### config.mk
export PLATFORM = sky130hd
export DESIGN_NAME = madt_entry_parser
export DESIGN_NICKNAME = d
export VERILOG_FILES = /design/src/design/madt_pkg.sv /design/src/design/madt_rec_fifo.sv /design/src/design/madt_parse_core.sv /design/src/design/madt_entry_parser.sv
export SDC_FILE = /design/constraint.sdc
export NUM_CORES = 2
export LEC_CHECK = 0
export ABC_AREA = 1
export BUFFER_PORTS_ARGS = -buffer_cell sky130_fd_sc_hd__buf_4
export CAP_MARGIN = 30
export CELL_PAD_IN_SITES_DETAIL_PLACEMENT = 0
export CELL_PAD_IN_SITES_GLOBAL_PLACEMENT = 2
export CORE_AREA = 5 5 436 545
export CTS_CLUSTER_SIZE = 28
export DETAILED_ROUTE_END_ITERATION = 6
export DIE_AREA = 0 0 441 550
export PLACE_DENSITY_LB_ADDON = 0.05
export SYNTH_ARGS = -nofsm -noshare
export SYNTH_HDL_FRONTEND = slang
export SYNTH_SLANG_ARGS = --single-unit
export TNS_END_PERCENT = 1
### constraint.sdc
create_clock -name clk -period 10.75 [get_ports clk]
set_clock_uncertainty 0.05 [all_clocks]
set_input_delay 2.15 -clock clk [delete_from_list [all_inputs] [get_ports clk]]
set_output_delay 2.15 -clock clk [all_outputs]
set_load 0.03 [all_outputs]
### src/design/madt_pkg.sv
// ----------------------------------------------------------------------------
// MADT parser package
// Shared constants, record kinds and the record structures that pass between
// the parse core, the result queue and the top level.
// ----------------------------------------------------------------------------
package madt_pkg;

    // Fixed table layout.
    localparam int unsigned HEADER_BYTES       = 44;
    localparam int unsigned ENTRY_BUFFER_BYTES = 12;
    localparam int unsigned LEN_FIELD_POS      = 4;
    localparam int unsigned REV_FIELD_POS      = 8;
    localparam int unsigned LAPIC_FIELD_POS    = 36;
    localparam int unsigned FLAGS_FIELD_POS    = 40;

    // Minimum entry lengths for the decoded entry types.
    localparam logic [7:0] MIN_LEN_LAPIC      = 8'd8;
    localparam logic [7:0] MIN_LEN_IOAPIC     = 8'd12;
    localparam logic [7:0] MIN_LEN_OVERRIDE   = 8'd10;
    localparam logic [7:0] MIN_LEN_NMI_SRC    = 8'd8;
    localparam logic [7:0] MIN_LEN_LAPIC_NMI  = 8'd6;
    localparam logic [7:0] MIN_LEN_ADDR_OVR   = 8'd12;
    localparam logic [7:0] MIN_ENTRY_LEN      = 8'd2;

    // Entry type codes.
    localparam logic [7:0] TYPE_LAPIC     = 8'd0;
    localparam logic [7:0] TYPE_IOAPIC    = 8'd1;
    localparam logic [7:0] TYPE_OVERRIDE  = 8'd2;
    localparam logic [7:0] TYPE_NMI_SRC   = 8'd3;
    localparam logic [7:0] TYPE_LAPIC_NMI = 8'd4;
    localparam logic [7:0] TYPE_ADDR_OVR  = 8'd5;

    // Result queue depth (a power of two).
    localparam int unsigned QUEUE_DEPTH = 4;

    typedef enum logic [3:0] {
        KIND_HEADER    = 4'd0,
        KIND_LAPIC     = 4'd1,
        KIND_IOAPIC    = 4'd2,
        KIND_OVERRIDE  = 4'd3,
        KIND_NMI_SRC   = 4'd4,
        KIND_LAPIC_NMI = 4'd5,
        KIND_ADDR_OVR  = 4'd6,
        KIND_UNKNOWN   = 4'd7,
        KIND_DONE      = 4'd8,
        KIND_TOO_SMALL = 4'd9,
        KIND_SHORT     = 4'd10,
        KIND_OVERRUN   = 4'd11
    } kind_t;

    typedef struct packed {
        kind_t       kind;
        logic [31:0] entry_number;
        logic [31:0] entry_offset;
        logic [7:0]  entry_type;
        logic [7:0]  entry_length;
        logic [7:0]  id_first;
        logic [7:0]  id_second;
        logic [31:0] flag_bits;
        logic [63:0] value_wide;
        logic [31:0] value_second;
        logic        end_of_run;
    } record_t;

    // Up to two records produced by one table byte.
    typedef struct packed {
        logic [1:0] count;
        record_t    first;
        record_t    second;
    } push_t;

endpackage

### src/design/madt_rec_fifo.sv
// ----------------------------------------------------------------------------
// MADT result queue
// Small queue that takes up to two records per cycle from the parse core and
// hands them out one per transfer on the output channel.
// ----------------------------------------------------------------------------
module madt_rec_fifo (
    input  logic              clk,
    input  logic              rst_n,
    input  madt_pkg::push_t   push,
    output logic              room,
    output logic              out_valid,
    input  logic              out_ready,
    output madt_pkg::record_t head
);

    localparam int unsigned DEPTH = madt_pkg::QUEUE_DEPTH;
    localparam int unsigned PW    = $clog2(DEPTH);
    localparam int unsigned CW    = $clog2(DEPTH + 1);

    madt_pkg::record_t mem [DEPTH];

    logic [PW-1:0] wr_ptr_reg, wr_ptr_next;
    logic [PW-1:0] rd_ptr_reg, rd_ptr_next;
    logic [CW-1:0] count_reg,  count_next;
    logic          pop;

    // Room for a full pair of records is needed before the core may proceed.
    assign room      = (count_reg <= CW'(DEPTH - 2));
    assign out_valid = (count_reg != '0);
    assign head      = mem[rd_ptr_reg];
    assign pop       = out_valid && out_ready;

    // Pointer and occupancy update.
    always_comb
    begin
        wr_ptr_next = wr_ptr_reg + PW'(push.count);
        rd_ptr_next = rd_ptr_reg + PW'(pop);
        count_next  = count_reg + CW'(push.count) - CW'(pop);
    end

    always_ff @(posedge clk or negedge rst_n)
    begin
        if (!rst_n)
        begin
            wr_ptr_reg <= '0;
            rd_ptr_reg <= '0;
            count_reg  <= '0;
        end
        else
        begin
            wr_ptr_reg <= wr_ptr_next;
            rd_ptr_reg <= rd_ptr_next;
            count_reg  <= count_next;
        end
    end

    // Record storage; the second record of a pair lands in the next slot.
    always_ff @(posedge clk)
    begin
        if (push.count != 2'd0)
        begin
            mem[wr_ptr_reg] <= push.first;
        end
        if (push.count == 2'd2)
        begin
            mem[wr_ptr_reg + PW'(1)] <= push.second;
        end
    end

endmodule

### src/design/madt_parse_core.sv
// ----------------------------------------------------------------------------
// MADT parse core
// Input register, table state and the single-pass record logic. Each
// registered byte is consumed as soon as the result queue has room.
// ----------------------------------------------------------------------------
module madt_parse_core #(
    parameter int unsigned BUF_BYTES = madt_pkg::ENTRY_BUFFER_BYTES
) (
    input  logic            clk,
    input  logic            rst_n,
    input  logic            in_valid,
    output logic            in_ready,
    input  logic [7:0]      byte_value,
    input  logic            table_start,
    input  logic            room,
    output madt_pkg::push_t push
);

    localparam int unsigned IW = $clog2(BUF_BYTES);

    typedef enum logic [1:0] {
        PH_IDLE   = 2'd0,
        PH_HEADER = 2'd1,
        PH_ENTRY  = 2'd2
    } phase_t;

    // Input register.
    logic       in_full_reg;
    logic [7:0] in_byte_reg;
    logic       in_start_reg;
    logic       consume;

    // Table state.
    phase_t      phase_reg,  phase_next, phase_eff;
    logic [31:0] pos_reg,    pos_next,   pos_eff;
    logic [31:0] tsize_reg,  tsize_next, tsize_eff;
    logic [7:0]  rev_reg,    rev_next,   rev_eff;
    logic [31:0] lapic_reg,  lapic_next, lapic_eff;
    logic [31:0] flags_reg,  flags_next, flags_eff;
    logic [31:0] estart_reg, estart_next, estart_eff;
    logic [31:0] ecount_reg, ecount_next, ecount_eff;

    // Entry byte buffer; never cleared, decoding only reads written bytes.
    logic [7:0] ebuf [BUF_BYTES];

    logic [BUF_BYTES-1:0][7:0] view;
    logic [31:0]       rel;
    logic              at_len;
    logic              at_last;
    logic [32:0]       entry_end;
    logic [33:0]       entry_end_gap;
    logic              buf_write;
    madt_pkg::record_t rec_a;
    madt_pkg::record_t rec_b;
    logic [1:0]        n_rec;

    // Done record: entries decoded so far and where parsing stopped.
    function automatic madt_pkg::record_t make_done(
        input logic [31:0] count,
        input logic [31:0] offset
    );
        madt_pkg::record_t r;
        r              = '0;
        r.kind         = madt_pkg::KIND_DONE;
        r.entry_number = count;
        r.entry_offset = offset;
        r.end_of_run   = 1'b1;
        return r;
    endfunction

    // Decoded entry record from the entry bytes seen so far.
    function automatic madt_pkg::record_t make_entry(
        input logic [BUF_BYTES-1:0][7:0] v,
        input logic [31:0]               count,
        input logic [31:0]               offset,
        input logic [7:0]                etype,
        input logic [7:0]                elen
    );
        madt_pkg::record_t r;
        r              = '0;
        r.kind         = madt_pkg::KIND_UNKNOWN;
        r.entry_number = count;
        r.entry_offset = offset;
        r.entry_type   = etype;
        r.entry_length = elen;
        if (etype == madt_pkg::TYPE_LAPIC && elen >= madt_pkg::MIN_LEN_LAPIC)
        begin
            r.kind      = madt_pkg::KIND_LAPIC;
            r.id_first  = v[2];
            r.id_second = v[3];
            r.flag_bits = {v[7], v[6], v[5], v[4]};
        end
        else if (etype == madt_pkg::TYPE_IOAPIC && elen >= madt_pkg::MIN_LEN_IOAPIC)
        begin
            r.kind         = madt_pkg::KIND_IOAPIC;
            r.id_first     = v[2];
            r.value_wide   = {32'd0, v[7], v[6], v[5], v[4]};
            r.value_second = {v[11], v[10], v[9], v[8]};
        end
        else if (etype == madt_pkg::TYPE_OVERRIDE && elen >= madt_pkg::MIN_LEN_OVERRIDE)
        begin
            r.kind       = madt_pkg::KIND_OVERRIDE;
            r.id_first   = v[2];
            r.id_second  = v[3];
            r.value_wide = {32'd0, v[7], v[6], v[5], v[4]};
            r.flag_bits  = {16'd0, v[9], v[8]};
        end
        else if (etype == madt_pkg::TYPE_NMI_SRC && elen >= madt_pkg::MIN_LEN_NMI_SRC)
        begin
            r.kind       = madt_pkg::KIND_NMI_SRC;
            r.flag_bits  = {16'd0, v[3], v[2]};
            r.value_wide = {32'd0, v[7], v[6], v[5], v[4]};
        end
        else if (etype == madt_pkg::TYPE_LAPIC_NMI && elen >= madt_pkg::MIN_LEN_LAPIC_NMI)
        begin
            r.kind      = madt_pkg::KIND_LAPIC_NMI;
            r.id_first  = v[2];
            r.flag_bits = {16'd0, v[4], v[3]};
            r.id_second = v[5];
        end
        else if (etype == madt_pkg::TYPE_ADDR_OVR && elen >= madt_pkg::MIN_LEN_ADDR_OVR)
        begin
            r.kind       = madt_pkg::KIND_ADDR_OVR;
            r.value_wide = {v[11], v[10], v[9], v[8], v[7], v[6], v[5], v[4]};
        end
        return r;
    endfunction

    // Input handshake: the register refills in the cycle it is consumed.
    assign consume  = in_full_reg && room;
    assign in_ready = !in_full_reg || room;

    always_ff @(posedge clk or negedge rst_n)
    begin
        if (!rst_n)
        begin
            in_full_reg <= 1'b0;
        end
        else if (in_valid && in_ready)
        begin
            in_full_reg <= 1'b1;
        end
        else if (consume)
        begin
            in_full_reg <= 1'b0;
        end
    end

    always_ff @(posedge clk)
    begin
        if (in_valid && in_ready)
        begin
            in_byte_reg  <= byte_value;
            in_start_reg <= table_start;
        end
    end

    // State seen by this byte: a table start restarts everything.
    always_comb
    begin
        phase_eff  = phase_reg;
        pos_eff    = pos_reg;
        tsize_eff  = tsize_reg;
        rev_eff    = rev_reg;
        lapic_eff  = lapic_reg;
        flags_eff  = flags_reg;
        estart_eff = estart_reg;
        ecount_eff = ecount_reg;
        if (in_start_reg)
        begin
            phase_eff  = PH_HEADER;
            pos_eff    = '0;
            tsize_eff  = '0;
            rev_eff    = '0;
            lapic_eff  = '0;
            flags_eff  = '0;
            estart_eff = '0;
            ecount_eff = '0;
        end
    end

    // Entry view: buffered bytes with the current byte laid over its slot.
    always_comb
    begin
        rel = pos_eff - estart_eff;
        for (int i = 0; i < BUF_BYTES; i++)
        begin
            view[i] = (rel == 32'(i)) ? in_byte_reg : ebuf[i];
        end
        at_len        = (rel == 32'd1);
        at_last       = (rel >= 32'd2) && (rel == ({24'd0, view[1]} - 32'd1));
        entry_end     = {1'b0, estart_eff} + {25'd0, view[1]};
        entry_end_gap = {1'b0, entry_end} + 34'd2;
        buf_write     = (phase_eff == PH_ENTRY) && (rel < 32'(BUF_BYTES));
    end

    // Record logic and next state.
    always_comb
    begin
        phase_next  = phase_eff;
        pos_next    = pos_eff;
        tsize_next  = tsize_eff;
        rev_next    = rev_eff;
        lapic_next  = lapic_eff;
        flags_next  = flags_eff;
        estart_next = estart_eff;
        ecount_next = ecount_eff;
        rec_a       = '0;
        rec_b       = '0;
        n_rec       = 2'd0;

        case (phase_eff)
            PH_HEADER:
            begin
                // Gather the header fields byte by byte.
                for (int k = 0; k < 4; k++)
                begin
                    if (pos_eff == 32'(madt_pkg::LEN_FIELD_POS + k))
                    begin
                        tsize_next[8*k +: 8] = in_byte_reg;
                    end
                    if (pos_eff == 32'(madt_pkg::LAPIC_FIELD_POS + k))
                    begin
                        lapic_next[8*k +: 8] = in_byte_reg;
                    end
                    if (pos_eff == 32'(madt_pkg::FLAGS_FIELD_POS + k))
                    begin
                        flags_next[8*k +: 8] = in_byte_reg;
                    end
                end
                if (pos_eff == 32'(madt_pkg::REV_FIELD_POS))
                begin
                    rev_next = in_byte_reg;
                end
                pos_next = pos_eff + 32'd1;

                if (pos_eff == 32'(madt_pkg::LEN_FIELD_POS + 3)
                    && tsize_next < 32'(madt_pkg::HEADER_BYTES))
                begin
                    // Table too small to hold a header: stop without done.
                    rec_a.kind         = madt_pkg::KIND_TOO_SMALL;
                    rec_a.entry_offset = tsize_next;
                    rec_a.end_of_run   = 1'b1;
                    n_rec              = 2'd1;
                    phase_next         = PH_IDLE;
                end
                else if (pos_eff == 32'(madt_pkg::HEADER_BYTES - 1))
                begin
                    rec_a.kind         = madt_pkg::KIND_HEADER;
                    rec_a.entry_offset = tsize_next;
                    rec_a.id_first     = rev_next;
                    rec_a.flag_bits    = flags_next;
                    rec_a.value_wide   = {32'd0, lapic_next};
                    rec_a.end_of_run   = 1'b1;
                    n_rec              = 2'd1;
                    estart_next        = 32'(madt_pkg::HEADER_BYTES);
                    phase_next         = PH_ENTRY;
                    // Fewer than two bytes left after the header.
                    if (tsize_next < 32'(madt_pkg::HEADER_BYTES + 2))
                    begin
                        rec_a.end_of_run = 1'b0;
                        rec_b            = make_done(ecount_eff, estart_next);
                        n_rec            = 2'd2;
                        phase_next       = PH_IDLE;
                    end
                end
            end

            PH_ENTRY:
            begin
                pos_next = pos_eff + 32'd1;
                if (at_len && in_byte_reg < madt_pkg::MIN_ENTRY_LEN)
                begin
                    // Length byte too small to make progress.
                    rec_a.kind         = madt_pkg::KIND_SHORT;
                    rec_a.entry_number = ecount_eff;
                    rec_a.entry_offset = estart_eff;
                    rec_a.entry_type   = view[0];
                    rec_a.entry_length = in_byte_reg;
                    rec_b              = make_done(ecount_eff, estart_eff);
                    n_rec              = 2'd2;
                    phase_next         = PH_IDLE;
                end
                else if (at_len && entry_end > {1'b0, tsize_eff})
                begin
                    // Entry reaches past the end of the table.
                    rec_a.kind         = madt_pkg::KIND_OVERRUN;
                    rec_a.entry_number = ecount_eff;
                    rec_a.entry_offset = estart_eff;
                    rec_a.entry_type   = view[0];
                    rec_a.entry_length = in_byte_reg;
                    rec_b              = make_done(ecount_eff, estart_eff);
                    n_rec              = 2'd2;
                    phase_next         = PH_IDLE;
                end
                else if ((at_len && in_byte_reg == madt_pkg::MIN_ENTRY_LEN) || at_last)
                begin
                    // Last entry byte: decode, then next entry or done.
                    rec_a       = make_entry(view, ecount_eff, estart_eff, view[0], view[1]);
                    rec_a.end_of_run = 1'b1;
                    n_rec       = 2'd1;
                    ecount_next = ecount_eff + 32'd1;
                    estart_next = entry_end[31:0];
                    if (entry_end_gap > {2'd0, tsize_eff})
                    begin
                        rec_a.end_of_run = 1'b0;
                        rec_b            = make_done(ecount_next, estart_next);
                        n_rec            = 2'd2;
                        phase_next       = PH_IDLE;
                    end
                end
            end

            default:
            begin
            end
        endcase

        push.count  = consume ? n_rec : 2'd0;
        push.first  = rec_a;
        push.second = rec_b;
    end

    // Table state registers.
    always_ff @(posedge clk or negedge rst_n)
    begin
        if (!rst_n)
        begin
            phase_reg  <= PH_IDLE;
            pos_reg    <= '0;
            tsize_reg  <= '0;
            rev_reg    <= '0;
            lapic_reg  <= '0;
            flags_reg  <= '0;
            estart_reg <= '0;
            ecount_reg <= '0;
        end
        else if (consume)
        begin
            phase_reg  <= phase_next;
            pos_reg    <= pos_next;
            tsize_reg  <= tsize_next;
            rev_reg    <= rev_next;
            lapic_reg  <= lapic_next;
            flags_reg  <= flags_next;
            estart_reg <= estart_next;
            ecount_reg <= ecount_next;
        end
    end

    // Entry byte buffer: only the first bytes of each entry are kept.
    always_ff @(posedge clk)
    begin
        if (consume && buf_write)
        begin
            ebuf[rel[IW-1:0]] <= in_byte_reg;
        end
    end

endmodule

### src/design/madt_entry_parser.sv
// ----------------------------------------------------------------------------
// MADT entry parser
// Streaming parser for an interrupt controller description table.
// ----------------------------------------------------------------------------
// The input channel carries one table byte per transfer, in table order, with
// table_start set on the first byte of each table; a start restarts the parse
// in any phase. The output channel carries one decoded record per transfer:
// the header, each entry, and the closing done or error record. A byte causes
// at most two records, and end_of_run marks the last one.
// A byte is registered on transfer and processed once the result queue has
// room; the records it causes are written into the queue and offered from
// there. One byte is taken every cycle while the receiver keeps up; the rate
// is set by the result queue, which must have room for two records before a
// byte is processed and drains one record per cycle.
// When the receiver stalls, records wait in the four-entry queue. Once fewer
// than two slots are free the registered byte is held, and the input stops
// accepting as soon as that register is full. Reset empties the queue and the
// input register and returns the parser to idle, where bytes without
// table_start are dropped.
// ----------------------------------------------------------------------------
module madt_entry_parser #(
    parameter int unsigned ENTRY_BUFFER_BYTES = madt_pkg::ENTRY_BUFFER_BYTES
) (
    input  logic        clk,
    input  logic        rst_n,
    input  logic        in_valid,
    output logic        in_ready,
    input  logic [7:0]  byte_value,
    input  logic        table_start,
    output logic        out_valid,
    input  logic        out_ready,
    output logic [3:0]  record_kind,
    output logic [31:0] entry_number,
    output logic [31:0] entry_offset,
    output logic [7:0]  entry_type,
    output logic [7:0]  entry_length,
    output logic [7:0]  id_first,
    output logic [7:0]  id_second,
    output logic [31:0] flag_bits,
    output logic [63:0] value_wide,
    output logic [31:0] value_second,
    output logic        end_of_run
);

    madt_pkg::push_t   push;
    madt_pkg::record_t head;
    logic              room;

    // Byte parsing.
    madt_parse_core #(
        .BUF_BYTES(ENTRY_BUFFER_BYTES)
    ) u_core (
        .clk        (clk),
        .rst_n      (rst_n),
        .in_valid   (in_valid),
        .in_ready   (in_ready),
        .byte_value (byte_value),
        .table_start(table_start),
        .room       (room),
        .push       (push)
    );

    // Record queue towards the output channel.
    madt_rec_fifo u_queue (
        .clk      (clk),
        .rst_n    (rst_n),
        .push     (push),
        .room     (room),
        .out_valid(out_valid),
        .out_ready(out_ready),
        .head     (head)
    );

    // Unpack the head record onto the output fields.
    assign record_kind  = head.kind;
    assign entry_number = head.entry_number;
    assign entry_offset = head.entry_offset;
    assign entry_type   = head.entry_type;
    assign entry_length = head.entry_length;
    assign id_first     = head.id_first;
    assign id_second    = head.id_second;
    assign flag_bits    = head.flag_bits;
    assign value_wide   = head.value_wide;
    assign value_second = head.value_second;
    assign end_of_run   = head.end_of_run;

endmodule

==> flow_metrics.env <==
export IMPL_status="complete, no violations"
export IMPL_row_count=198
export IMPL_gp_congestion=0.890
export IMPL_clockBufferDepth=4
export IMPL_r2r_cells=60
export IMPL_synth_top_flop_cell="dfxtp_1"
export IMPL_leakagePower_nw=43.3
export IMPL_firstDrtPassIters=6
export IMPL_finalWorstPathRequiredPeriod_ns=9.90
export IMPL_synth_cell_area_um2=73700
export IMPL_io_pins=244
export IMPL_critical_path_startpoint="u_core.in_start_reg"
export IMPL_drv_slew=0
export IMPL_start_util_pct=31.8
export IMPL_synth_edf_count=369
export IMPL_yosysSeqAreaShare_pct=39.6
export IMPL_critPathTopFamily="simple AND/OR/NAND/NOR gates"
export IMPL_largest_reg_flops=916
export IMPL_setup_worst_path_end_class="register"
export IMPL_cp_start_kind="register"
export IMPL_cts_root_buf="clkbuf_16"
export IMPL_die_w_um=441
export IMPL_ys_types=64
export IMPL_reg2reg_from="u_core.in_start_reg"
export IMPL_yosysTopAreaCellShare_pct=17.7
export IMPL_cp_depth=60
export IMPL_r2r_slack_ns=0.85
export IMPL_vdd_ir_drop_max_mv=0.226
export IMPL_post_route_period_util_pct=92.1
export IMPL_dp_hpwl_mm=245
export IMPL_antenna_found_initial=3
export IMPL_cap_violations=0
export IMPL_worst_slack_ns=0.850
export IMPL_tightest_slew_ns=1.05
export IMPL_grt_use_total_pct=28.8
export IMPL_cp_required_ns=11.30
export IMPL_synth_avg_cell_area_um2=6.65
export IMPL_crit_arrival_ns=10.45
export IMPL_r2r_end="u_queue.mem[3][220]"
export IMPL_portBuffers=243
export IMPL_vias_per_cell=5.26
export IMPL_finalHoldViolations=0
export IMPL_crit_top_cell="nand2_1"
export IMPL_postCtsHoldBufs=0
export IMPL_powerDensity_nw_per_um2=229
export IMPL_fmax_mhz=101
export IMPL_wl_per_cell_um=25.3
export IMPL_total_power_mw=19.9
export IMPL_crit_buf_inv=11
export IMPL_vias=75800
export IMPL_max_stage_delay_ns=0.43
export IMPL_synth_seq_cells=1223
export IMPL_grt_pass1_vias=72600
export IMPL_tns_ns=0
export IMPL_cts_tree="built"
export IMPL_setup_viol=0
export IMPL_yosys_top_cells_area="dfxtp_1 18%, edfxtp_1 15%, nand2_1 12%, nor2_1 12%, nand3_1 7.2%"
export IMPL_endpoint="u_queue.mem[3][220]"
export IMPL_hp_class="reg2reg"
export IMPL_syn_num_nets=11200
export IMPL_n_fill_cell=25000
export IMPL_dpl_cell_area_um2=81100
export IMPL_drc=0
export IMPL_fin_util_pct=37.4
export IMPL_cts_made_buffers=160
export IMPL_syn_to_final_growth_pct=17.6
export IMPL_final_cells=14400
export IMPL_grt_pass1_wl_mm=521
export IMPL_drive_gt1_share_pct=9.92
export IMPL_clock_latency_ns=0.84
export IMPL_overflow=0
export IMPL_die_y_um=550
export IMPL_placedCellCount=14100
export IMPL_largest_register="u_queue.mem"
export IMPL_clkTransAtPathRegs_ns=0.07
export IMPL_stdcell_area_um2=86700
export IMPL_yosysWarnings=0
export IMPL_slew_limit_headroom_pct=29.8
export IMPL_netlist_instances=11100
export IMPL_nNetsFinal=11300
export IMPL_htree_levels=4
export IMPL_synth_largest_area_cell="dfxtp_1"
export IMPL_drtIter0Drc=5926
export IMPL_timing_hold_ws_ns=0.411
export IMPL_coreArea_um2=232000
export IMPL_dpl_worst_slack_ns=0.440
export IMPL_cp_slowest_cell="edfxtp_1"
export IMPL_die_area_um2=243000
export IMPL_crit_fanout=30
export IMPL_ant_nets=0
export IMPL_wirelength_mm=364
export IMPL_grt_max_degree=170
export IMPL_criticalPathCategory="reg2reg"
export IMPL_clock_sinks=1223
export IMPL_async_flop_share_pct=16.5
==> per-layer routing <==
layer  GRT usage, %  part of all wire [%]  up-vias
met5              0                     0        -
met3           2.91                   4.5      575
met4           12.5                   5.2        0
met1           35.9                    41    36700
li1               -                     -    36200
met2           50.6                    49     2251
==> layout by cell type (no fill, tap or decap), types with 14 or more instances in the layout <==
cell	n
nand2_1	2311
nor2_1	2258
nand3_1	1051
inv_1	969
o21ai_0	826
dfxtp_1	652
a21oi_1	619
buf_4	552
edfxtp_1	369
dfrtp_1	200
o22ai_1	171
clkbuf_16	171
buf_12	108
nand4_1	105
xor2_1	99
ha_1	93
a22oi_1	67
nor3_1	65
o21ai_1	50
clkbuf_1	49
nand2_2	35
clkbuf_8	33
nor2_2	32
o22a_1	30
o31ai_1	26
inv_2	24
xnor2_1	21
nor4_1	19
nand3_2	18
nor3_2	16
nand3b_1	16
clkinv_2	16
mux2i_1	16
clkinv_1	15
o21bai_1	14
==> worst register-to-register path, delay by kind of cell, from the launching register on <==
| family | cells | cell delay (ns) |
|---|---|---|
| and+or+nand+nor | 36 | 5.11 |
| buffers and inverters | 11 | 1.57 |
| adders and majority gates | 4 | 1.11 |
| AOI/OAI and AO/OA | 7 | 1.08 |
| DFF | 1 | 0.43 |
| xor gates and xnor gates | 2 | 0.31 |
==> report_power, final <==
group | switching [mW] | internal [mW]
Clock | 2.23 | 3.15
Sequential | 0.246 | 5.09
Combinational | 6.61 | 2.56
==> what timing repair did <==
item,4_1_cts,5_1_grt
endpoints found under the hold margin,0,0
setup endpoints to repair,0,1181
resized for setup,0,50
buffers inserted,0,16
==> cell type report <==
| cell class | count | area, um2 | area share [%] |
|---|---|---|---|
| diodes | 3 | 7.51 | 0.00866 |
| clock buffers | 247 | 4770 | 5.50 |
| well taps | 3100 | 3880 | 4.48 |
| clock inverters | 30 | 282 | 0.325 |
| flip-flops and latches | 1223 | 29200 | 33.7 |
| repair buffers | 694 | 6930 | 8.00 |
| inverters | 1010 | 3830 | 4.42 |
| multi-input cells | 8092 | 37800 | 43.6 |
==> cells in the mapped netlist, types with 6 or more instances <==
master,instances
a21o_1,8
o21ai_0,843
o21a_1,9
nor2_1,2274
o21ai_1,36
dfrtp_1,202
nand3b_1,16
nor4_1,19
buf_4,28
o22ai_1,171
nor3_1,74
nand2_2,25
nand4_1,105
nand3_1,1058
buf_1,80
o22a_1,30
nor2_2,23
edfxtp_1,369
a21oi_1,625
nand2_1,2329
mux2i_1,16
and2_1,6
o31ai_1,27
o21bai_1,14
nor3_2,8
or2_0,7
a22oi_1,67
o211ai_1,6
nand3_2,16
inv_2,21
dfxtp_1,652
xnor2_1,21
clkbuf_1,461
xor2_1,99
buf_6,21
ha_1,99
nor2_4,6
clkinv_1,12
inv_1,976
buf_2,172
==> worst min path at each step <==
| stage | endpoint | depth (start not counted) | start |
|---|---|---|---|
| after detailed placement | u_queue.mem[2][225] | 2 | u_queue.mem[2][225] |
| final | u_queue.mem[3][126] | 2 | u_queue.mem[3][126] |
| after global routing | u_queue.mem[1][151] | 2 | u_queue.mem[1][151] |
| after floorplan | u_queue.mem[1][104] | 2 | u_queue.mem[1][104] |
| after global placement | u_queue.mem[3][156] | 2 | u_queue.mem[3][156] |
| after CTS | u_queue.mem[2][66] | 2 | u_queue.mem[2][66] |
==> logic make-up (layout without fill, tap and decap cells) <==
logic type	after synthesis	after routing	share of synthesized area (%)
xor gates and xnor gates	120	120	1.43
AOI/OAI and AO/OA	1865	1865	13.7
adders and majority gates	101	101	1.74
buffers and inverters	1772	1981	9.68
other	0	3	0
and+or+nand+nor	5990	5990	33.6
DFF	1223	1223	39.6
muxes	16	16	0.217
(Power assumes the default switching activity.)
